`src/design/rai_pkg.sv`:
```
// Package for the radix integer-to-ASCII converter.
// Holds the shared widths, radix limits, controller states, cell control struct
// and digit-to-character mapping. It depends on nothing else.
`default_nettype none

package rai_pkg;

  localparam int unsigned RADIX_W = 6;
  localparam int unsigned DIGIT_W = 6;
  localparam int unsigned CHAR_W  = 7;

  localparam logic [RADIX_W-1:0] RADIX_MIN   = 6'd2;
  localparam logic [RADIX_W-1:0] RADIX_MAX   = 6'd36;
  localparam logic [RADIX_W-1:0] RADIX_RESET = 6'd10;

  localparam logic [CHAR_W-1:0] ASCII_ZERO = 7'h30;
  localparam logic [CHAR_W-1:0] ASCII_A    = 7'h41;
  localparam logic [CHAR_W-1:0] ASCII_NINE = 7'h39;
  localparam logic [CHAR_W-1:0] ASCII_Z    = 7'h5A;

  typedef enum logic [1:0] {
    ST_IDLE,
    ST_CONV,
    ST_EMIT
  } state_e;

  // Control that the sequencer broadcasts to every digit cell.
  typedef struct packed {
    logic clr;
    logic shift;
  } cell_ctrl_t;

  function automatic logic [CHAR_W-1:0] digit_to_ascii(input logic [DIGIT_W-1:0] d);
    logic [CHAR_W-1:0] dx;
    dx = {1'b0, d};
    if (d < 6'd10) begin
      digit_to_ascii = ASCII_ZERO + dx;
    end else begin
      digit_to_ascii = ASCII_A + dx - 7'd10;
    end
  endfunction

endpackage

`default_nettype wire

```
`src/design/radix_integer_to_ascii.sv`:
```
// Conversion runs through the skewed digit chain in ST_CONV; then ST_EMIT shifts out
// one stored digit per step while leading zeros are dropped and characters leave.
// One value at a time: a new value is taken only when the controller is idle; a bad
// radix gives its single error request instead of characters.
// Reset: the radix returns to ten, the controller to idle and the output empties.
`default_nettype none

module radix_integer_to_ascii
  import rai_pkg::*;
#(
  parameter int unsigned VALUE_BITS = 31
) (
  input  wire                    clk_i,
  input  wire                    rst_ni,
  input  wire                    psel,
  input  wire                    penable,
  input  wire                    pwrite,
  input  wire  [2:0]             paddr,
  input  wire  [31:0]            pwdata,
  output logic [31:0]            prdata,
  output logic                   pready,
  input  wire                    in_valid_i,
  output logic                   in_stall_o,
  input  wire  [VALUE_BITS-1:0]  value_i,
  output logic                   out_valid_o,
  input  wire                    out_stall_i,
  output logic [CHAR_W-1:0]      digit_char_o,
  output logic                   is_last_o,
  output logic                   radix_error_o
);

  localparam int unsigned CELLS     = VALUE_BITS;
  localparam int unsigned CNT_W     = $clog2(2 * VALUE_BITS);
  localparam int unsigned REM_W     = $clog2(CELLS);
  localparam int unsigned CONV_LAST = 2 * VALUE_BITS - 2;

  logic [RADIX_W-1:0]    radix_q;
  state_e                state_q, state_d;
  logic [CNT_W-1:0]      cnt_q, cnt_d;
  logic [VALUE_BITS-1:0] value_q, value_d;
  logic [REM_W-1:0]      rem_q, rem_d;
  logic                  started_q, started_d;
  logic                  err_q, err_d;
  logic                  out_vld_q, out_vld_d;
  logic [CHAR_W-1:0]     out_char_q, out_char_d;
  logic                  out_last_q, out_last_d;
  logic                  out_err_q, out_err_d;

  cell_ctrl_t            cell_ctrl;
  logic                  feed_wave;
  logic [DIGIT_W-1:0]    dig   [CELLS];
  logic                  wave  [CELLS];
  logic                  carry [CELLS];

  logic accept, slot_free, radix_ok, last, emit, step;
  logic [DIGIT_W-1:0] top_digit;

  // Configuration port
  assign pready = 1'b1;
  assign prdata = (paddr == 3'd0) ? {{(32-RADIX_W){1'b0}}, radix_q} : 32'd0;

  always_ff @(posedge clk_i or negedge rst_ni) begin
    if (!rst_ni) begin
      radix_q <= RADIX_RESET;
    end else if (psel && penable && pwrite && (paddr == 3'd0)) begin
      radix_q <= pwdata[RADIX_W-1:0];
    end
  end

  // Digit chain: cell 0 is least significant and takes the value bits MSB first.
  for (genvar i = 0; i < CELLS; i++) begin : g_cell
    if (i == 0) begin : g_first
      rai_cell u_cell (
        .clk_i         (clk_i),
        .rst_ni        (rst_ni),
        .ctrl_i        (cell_ctrl),
        .radix_i       (radix_q),
        .wave_i        (feed_wave),
        .carry_i       (value_q[VALUE_BITS-1]),
        .shift_digit_i ({DIGIT_W{1'b0}}),
        .digit_o       (dig[i]),
        .wave_o        (wave[i]),
        .carry_o       (carry[i])
      );
    end else begin : g_next
      rai_cell u_cell (
        .clk_i         (clk_i),
        .rst_ni        (rst_ni),
        .ctrl_i        (cell_ctrl),
        .radix_i       (radix_q),
        .wave_i        (wave[i-1]),
        .carry_i       (carry[i-1]),
        .shift_digit_i (dig[i-1]),
        .digit_o       (dig[i]),
        .wave_o        (wave[i]),
        .carry_o       (carry[i])
      );
    end
  end

  assign accept     = in_valid_i && !in_stall_o;
  assign in_stall_o = (state_q != ST_IDLE);
  assign slot_free  = !out_vld_q || !out_stall_i;
  assign radix_ok   = (radix_q >= RADIX_MIN) && (radix_q <= RADIX_MAX);
  assign top_digit  = dig[CELLS-1];
  assign last       = (rem_q == '0);
  assign emit       = (top_digit != '0) || started_q || last;
  assign step       = !emit || slot_free;

  always_comb begin
    state_d    = state_q;
    cnt_d      = cnt_q;
    value_d    = value_q;
    rem_d      = rem_q;
    started_d  = started_q;
    err_d      = err_q;
    out_vld_d  = out_vld_q && out_stall_i;
    out_char_d = out_char_q;
    out_last_d = out_last_q;
    out_err_d  = out_err_q;
    cell_ctrl  = '0;
    feed_wave  = 1'b0;

    case (state_q)
      ST_IDLE: begin
        if (accept) begin
          cell_ctrl.clr = 1'b1;
          value_d       = value_i;
          cnt_d         = '0;
          rem_d         = REM_W'(CELLS - 1);
          started_d     = 1'b0;
          err_d         = !radix_ok;
          state_d       = radix_ok ? ST_CONV : ST_EMIT;
        end
      end
      ST_CONV: begin
        // Bits enter while cnt_q is below VALUE_BITS; the wave then travels up the chain to the top cell.
        feed_wave = (cnt_q < CNT_W'(VALUE_BITS));
        value_d   = value_q << 1;
        cnt_d     = cnt_q + 1'b1;
        if (cnt_q == CNT_W'(CONV_LAST)) begin
          state_d = ST_EMIT;
        end
      end
      ST_EMIT: begin
        if (err_q) begin
          if (slot_free) begin
            out_vld_d  = 1'b1;
            out_char_d = '0;
            out_last_d = 1'b1;
            out_err_d  = 1'b1;
            state_d    = ST_IDLE;
          end
        end else if (step) begin
          // Leading zeros are shifted away without waiting for the output.
          cell_ctrl.shift = 1'b1;
          rem_d           = rem_q - 1'b1;
          if (emit) begin
            out_vld_d  = 1'b1;
            out_char_d = digit_to_ascii(top_digit);
            out_last_d = last;
            out_err_d  = 1'b0;
            started_d  = 1'b1;
          end
          if (last) begin
            state_d = ST_IDLE;
          end
        end
      end
      default: begin
        state_d = ST_IDLE;
      end
    endcase
  end

  always_ff @(posedge clk_i or negedge rst_ni) begin
    if (!rst_ni) begin
      state_q   <= ST_IDLE;
      out_vld_q <= 1'b0;
    end else begin
      state_q   <= state_d;
      out_vld_q <= out_vld_d;
    end
  end

  always_ff @(posedge clk_i) begin
    cnt_q      <= cnt_d;
    value_q    <= value_d;
    rem_q      <= rem_d;
    started_q  <= started_d;
    err_q      <= err_d;
    out_char_q <= out_char_d;
    out_last_q <= out_last_d;
    out_err_q  <= out_err_d;
  end

  assign out_valid_o   = out_vld_q;
  assign digit_char_o  = out_char_q;
  assign is_last_o     = out_last_q;
  assign radix_error_o = out_err_q;

`ifndef SYNTHESIS
  a_err_form: assert property (@(posedge clk_i) disable iff (!rst_ni)
    out_valid_o && radix_error_o |-> is_last_o && (digit_char_o == '0))
    else $error("error request must be a lone final request with no character");

  a_char_range: assert property (@(posedge clk_i) disable iff (!rst_ni)
    out_valid_o && !radix_error_o |->
      ((digit_char_o >= ASCII_ZERO) && (digit_char_o <= ASCII_NINE)) ||
      ((digit_char_o >= ASCII_A) && (digit_char_o <= ASCII_Z)))
    else $error("character outside the digit alphabet");

  a_no_overflow: assert property (@(posedge clk_i) disable iff (!rst_ni)
    wave[CELLS-1] |-> !carry[CELLS-1])
    else $error("carry left the most significant digit cell");

  // The top cell works on its last bit in the final conversion cycle, so only the
  // wave feeding it must be gone once emission starts.
  a_chain_drained: assert property (@(posedge clk_i) disable iff (!rst_ni)
    (state_q == ST_CONV) && (state_d == ST_EMIT) |=> !wave[CELLS-2])
    else $error("conversion ended with a wave still in the chain");
`endif

endmodule

`default_nettype wire

```
`src/design/rai_cell.sv`:
```
// One digit cell of the conversion chain: holds a single radix digit.
// Doubles its digit plus the carry from its lower neighbour, and shifts digits upward.
// Depends on rai_pkg.
`default_nettype none

module rai_cell
  import rai_pkg::*;
(
  input  wire                clk_i,
  input  wire                rst_ni,
  input  wire  cell_ctrl_t   ctrl_i,
  input  wire  [RADIX_W-1:0] radix_i,
  input  wire                wave_i,
  input  wire                carry_i,
  input  wire  [DIGIT_W-1:0] shift_digit_i,
  output logic [DIGIT_W-1:0] digit_o,
  output logic               wave_o,
  output logic               carry_o
);

  logic [DIGIT_W-1:0] digit_q, digit_d;
  logic               carry_q, carry_d;
  logic               wave_q, wave_d;
  logic [DIGIT_W:0]   dbl;
  logic [DIGIT_W:0]   diff;
  logic               wrap;

  always_comb begin
    // The low bit of the doubled digit is free, so the carry drops straight in.
    dbl  = {digit_q, carry_i};
    diff = dbl - {1'b0, radix_i};
    wrap = (dbl >= {1'b0, radix_i});

    digit_d = digit_q;
    if (ctrl_i.clr) begin
      digit_d = '0;
    end else if (ctrl_i.shift) begin
      digit_d = shift_digit_i;
    end else if (wave_i) begin
      digit_d = wrap ? diff[DIGIT_W-1:0] : dbl[DIGIT_W-1:0];
    end

    carry_d = wave_i & wrap;
    wave_d  = wave_i & ~ctrl_i.clr;
  end

  always_ff @(posedge clk_i or negedge rst_ni) begin
    if (!rst_ni) begin
      wave_q <= 1'b0;
    end else begin
      wave_q <= wave_d;
    end
  end

  always_ff @(posedge clk_i) begin
    digit_q <= digit_d;
    carry_q <= carry_d;
  end

  assign digit_o = digit_q;
  assign wave_o  = wave_q;
  assign carry_o = carry_q;

endmodule

`default_nettype wire
```
`config.mk`:
```
export PLATFORM = sky130hd
export DESIGN_NAME = radix_integer_to_ascii
export DESIGN_NICKNAME = d
export VERILOG_FILES = /design/src/design/rai_pkg.sv /design/src/design/radix_integer_to_ascii.sv /design/src/design/rai_cell.sv
export SDC_FILE = /design/constraint.sdc
export NUM_CORES = 1
export LEC_CHECK = 0
export BUFFER_PORTS_ARGS = -buffer_cell sky130_fd_sc_hd__buf_2
export CAP_MARGIN = 20
export CORE_UTILIZATION = 68
export DETAILED_ROUTE_END_ITERATION = 8
export PLACE_DENSITY = 0.94
export SLEW_MARGIN = 20
export SYNTH_ARGS = -nofsm -noshare
export SYNTH_HDL_FRONTEND = slang
export SYNTH_SLANG_ARGS = --single-unit
```
`constraint.sdc`:
```
create_clock -name clk_i -period 8.17 [get_ports clk_i]
set_input_delay 1.634 -clock clk_i [delete_from_list [all_inputs] [get_ports clk_i]]
set_output_delay 1.634 -clock clk_i [all_outputs]
set_load 0.01 [all_outputs]
```
# Word-level counts from Yosys, hierarchy flattened
# Cells that the tools add are included.
[totals] regBits=308 input_bits=73
[classes] addsub=36 order_cmp=35 n_eq_ne=12 mux=136 bitwise_logic=61 reduce_logical=61
[ops] cell="$mux W6" n=93
[ops] cell="$ge A7 B6 Y1" n=31
[ops] cell="$sub A6 B6 Y6" n=31
[ops] cell="$reduce_bool A2 Y1" n=35
[ops] cell="$pmux W31 S2" n=1
[ops] cell="$and A1 B1 Y1" n=60
[ops] cell="$mux W7" n=5
[ops] cell="$mux W31" n=1
[ops] cell="$mux W1" n=22
[ops] cell="$mux W5" n=3
[ops] cell="$mux W2" n=7
[ops] cell="$pmux W6 S2" n=1
[ops] cell="$ne A2 B2 Y1 const B" n=5
[ops] cell="$pmux W5 S2" n=1
[ops] cell="$reduce_and A5 Y1" n=2
[ops] cell="$ne A3 B3 Y1 const B" n=3
[ops] cell="$reduce_and A4 Y1" n=2
[ops] cell="$add A6 B6 Y7 const A" n=1
[ops] cell="$add A7 B6 Y7 const A" n=1
[ops] cell="$sub A7 B4 Y7 const B" n=1
[ops] cell="$add A6 B1 Y6 const B" n=1
[ops] cell="$eq A6 B6 Y1 const B" n=1
[ops] cell="$ge A6 B2 Y1 const B" n=1
[ops] cell="$le A6 B6 Y1 const B" n=1
[ops] cell="18 further kinds" n=31

# Logic depth before layout (Yosys ltp)
[depth] word_depth=9 mapped_depth=11

# Modules after synthesis
# Synthesis repeated with hierarchy kept, for this count alone.
[hier_totals] hier_cells=2880 hier_area_um2=25109.1
[by_module_without_submodules] mod="rai_cell" instances=31 cells_each=83 area_each_um2=708.2 seq_area_each_um2=165.2
[by_module_without_submodules] mod="radix_integer_to_ascii" instances=1 cells_each=307 area_each_um2=3155.5 seq_area_each_um2=1819.2

# Worst setup path before layout
# OpenSTA, ideal clock, no wires.
[synth_path] path_kind="input port to output port" startpoint="in paddr[1]" endpoint="out prdata[0]" t_arrival_ns=2.186 path_slack_ns=4.350 path_stages=2 path_buffers=0 path_cell_list="nor3_1 > and2_1"
[synth_between] elab_chain_cells=2
[synth_rtl] item="start, declared" line_no="radix_integer_to_ascii.sv:18" rtl="input wire [2:0] paddr,"
[synth_rtl] item="$logic_not A3 Y1" line_no="radix_integer_to_ascii.sv:60" rtl="assign prdata = (paddr == 3'd0) ? {{(32-RADIX_W){1'b0}}, radix_q} : 32'd0;"
[synth_rtl] item="$mux W6" line_no="radix_integer_to_ascii.sv:60"
[synth_rtl] item="end, declared" line_no="radix_integer_to_ascii.sv:20" rtl="output logic [31:0] prdata,"
# Every way passes these cells.

# Worst setup path in the final report
# Same ends and word-level chain as after synthesis.

==> metrics.md <==
| Metric | Value |
|---|---|
| Status | complete, no violations |
| Seq pwr share | 29.1% |
| Num CTS Buffers | 35 |
| Die extent in x | 180 µm |
| Post-synth EDFFs | 53 |
| Starting Density | 69.8% |
| CP required | 6.54 ns |
| Register bit count reported by yosys | 308 |
| Post-CTS Repair Setup Buffers | 0 |
| CP Class | input pin to primary output |
| Worst Reg-to-Reg Cells | 9 |
| R2R setup slack | 4.08 ns |
| Worst setup SP type | input pin |
| Worst VDD drop | 0.000256 V |
| Max Cap Violations | 0 |
| CTS root buffer | clkbuf_16 |
| Iter 0 DRT Violations | 1735 |
| Mean post-synth cell area | 8.66 µm² |
| Final cell count without fillers | 2938 |
| Synth top area cells | dfxtp_1, ha_1, edfxtp_1 |
| Max Slew Vio Count | 0 |
| Drt first pass iters | 6 |
| Critical path's largest stage delay | 0.49 ns |
| RePlAce Congestion | 0.887 |
| Worst Tran Pin Value | 1.21 ns |
| RSZ-0062 raised after global routing | false |
| Ports | 117 |
| Max Freq | 238 MHz |
| Static Leakage | 9.94 nW |
| Critical R2R Launch | radix_q[3] |
| Multi-input combinational cell area | 13600 µm² |
| Initial antenna violation count | 0 |
| Htree depth | 2 |
| Num Clock Sinks | 308 |
| CTS max path bufs | 3 |
| Total GRT Usage | 35.4% |
| Sequential share of the synthesized area | 32.0% |
| IO Port Bufs | 63 |
| Post-cts sizing count | 0 |
| Remaining antenna violation count | 0 |
| Critical-path maximum fanout | 7 |
| Inst Count DP | 2874 |
| WHS | 0.489 ns |
| Switching share of power | 43.7% |
| Num rows | 64 |
| Top cell type's share of synthesized area | 20.0% |
| Full die area | 32400 µm² |
| Detailed placement HPWL | 35900 µm |
| Layout cells sized above 1 | 7.32% |
| XOR/XNOR Fraction of Synth Area | 3.61% |
| Number of fillers in the final layout | 2024 |
| Pwr Density | 344 nW/µm² |
| Syn. warnings | 0 |
| Hold Vio Cnt, Final | 0 |
| Worst hold stages | 2 |
| DRC viols | 0 |
| Total Routed Length | 58400 µm |
| Via count | 19.8k |
| CP cell instances | buf_2 -> nor3_1 -> and2_1 -> buf_2 |
| Buf/Inv on CP | 2 |
| Cell internal pwr | 0.00448 W |
| CP most frequent cell | buf_2 |
| WHS Endpoint | g_cell[0].g_first.u_cell.digit_o[5] |
| CP top delay family | simple AND/OR/NAND/NOR gates |
| RR Endpoint | g_cell[28].g_next.u_cell.digit_o[1] |
| CTS Hold Buffers Added | 0 |
| Die H | 180 µm |
| First-pass GRT wire length | 96100 µm |
| Hold Path Origin | g_cell[0].g_first.u_cell.digit_o[5] |
| Vias in the first global route | 19.9k |
| Async S/R FF share, synth | 12.7% |
| Slowest CP cell | nor3_1 |
| Main combinational cell family by area after synthesis | compound AO/OA/AOI/OAI gates |
| Critical Path Sink Type | primary output |
| Rel. slew slack | 19.2% |
| Crit path time final | 4.20 ns |
| Worst min path class | flip-flop to flip-flop |
| Crit path arrival time | 2.56 ns |
| Sw power | 0.00348 W |
| Synth Area in Adders | 14.1% |
| Tcrit/Tclk final | 51.4% |
| Drt wl/cell | 19.9 µm |
| Worst clock skew | 0.0215 ns |
| Post-Syn Area | 21600 µm² |
| ANT cells | 0 |
| Total negative slack | 0 ns |
| Synth Instances | 2490 |
| Final setup fails | 0 |
| Synth Area in Simple Gates | 12.8% |
| Largest net degree at the start of global routing | 99 |
| Via density | 6.75 |
| Compound-gate portion of the synthesized area | 25.4% |
| Register area | 6900 µm² |
| Count of cell types in the netlist | 66 |
| Comb power frac | 50.8% |
| Post-synthesis mux area share | 6.53% |
| Dominant cell type by area after synthesis | dfxtp_1 |
| Clock-pin slew on the worst setup and hold paths | 0.06 ns |
| Core Box Area | 30900 µm² |
| CTS tree | done |
| Clock Power Share | 20.1% |
| Top-count cell post-synth | a21oi_1 |
| Area growth syn-to-layout | 7.39% |
| Clock latency on the worst-skew pair | 0.54 ns |
| Post-synth top flop | dfxtp_1 |
| Commonest cells post-synth | a21oi_1, dfxtp_1, nand2_1 |
| Remaining global-route overflow | 0 |
| Layout Nets | 2812 |
per-layer routing:
layer  up-vias  share of wire, %  track usage (%)
met5         -                 0                0
met4         0               5.3             20.1
met3       312               9.0             5.84
met2      1041                48             60.7
met1      9344                38             42.1
li1       9129                 -                -
flip-flops by register name (all words and copies together), names as in the netlist, 2 cells and up:
register / flops
g_cell.g_next.u_cell.digit_o: 180
value_q: 31
g_cell.g_next.u_cell.carry_o: 29
g_cell.g_next.u_cell.wave_o: 29
digit_char_o: 7
cnt_q: 6
g_cell.g_first.u_cell.digit_o: 6
radix_q: 6
rem_q: 5
state_q: 2
final cells by class:
| class | instances | share of cell area, % |
|---|---|---|
| Sequential cell | 308 | 29.8 |
| Timing Repair Buffer | 77 | 1.82 |
| Clock buffer | 49 | 4.36 |
| Tap cell | 396 | 2.14 |
| Clock inverter | 15 | 0.616 |
| Multi-Input combinational cell | 1938 | 58.8 |
| Inverter | 155 | 2.51 |
worst reg2reg max path: stages, from the launching register on:
cell      delay [ns]
dfstp_2         0.54
clkinv_1        0.83
buf_4           0.59
ha_1            0.39
o21a_1          0.14
o31a_1          0.15
o21ai_1         0.11
a32oi_1         0.70
mux2_2          0.43
o22ai_1         0.11
power groups by stage:
stage               Clock (W)  Combinational, W  Sequential, W
floorplan                   0           0.00308        0.00222
global placement            0           0.00364        0.00230
finish                0.00160           0.00405        0.00232
CTS                   0.00159           0.00395        0.00230
detailed placement          0           0.00387        0.00232
global route          0.00166           0.00440        0.00235
cells by family (layout without fill, tap and decap cells):
family,count (synthesis),in the layout
adders and majority gates,224,224
DFF,308,308
xor gates and xnor gates,89,89
other,2,27
buffers and inverters,269,296
and+or+nand+nor,587,587
muxes,136,136
AOI/OAI and AO/OA,875,875
how the worst max path moves through the flow:
| stage | start | endpoint | cells past startpoint |
|---|---|---|---|
| after CTS | paddr[1] | prdata[0] | 4 |
| after floorplan | paddr[1] | prdata[0] | 2 |
| after detailed placement | out_stall_i | g_cell[28].g_next.u_cell.digit_o[2] | 8 |
| final | paddr[1] | prdata[0] | 4 |
| after global placement | out_stall_i | g_cell[28].g_next.u_cell.digit_o[2] | 8 |
| after global routing | paddr[1] | prdata[0] | 4 |
per-stage QoR:
stage                     area (µm²)  setup slack, ns  total power, W  utilization (%)
after floorplan                21700             4.35         0.00530                -
after global placement         22000             3.78         0.00594             71.2
after detailed placement       22000             3.74         0.00619             71.2
after CTS                      23200             3.98         0.00784             74.9
after global routing           23200             3.92         0.00841             74.9
final                          23200             3.97         0.00796             74.9
cell usage in the layout (no fill, tap or decap), drive strengths merged, types with 26 or more instances in the layout:
master,instances
edfxtp,53
fa,31
and2,26
o21a,41
dfrtp,37
a21o,94
nor2,153
clkbuf,49
a32oi,49
a21oi,285
nand3,49
ha,193
o21ai,200
buf,77
nor2b,27
mux2i,98
xnor2,79
conb,27
dfxtp,216
mux2,38
o211ai,55
nand2b,55
nand2,196
inv,151
Note: power is estimated with default switching activity, not from simulation.
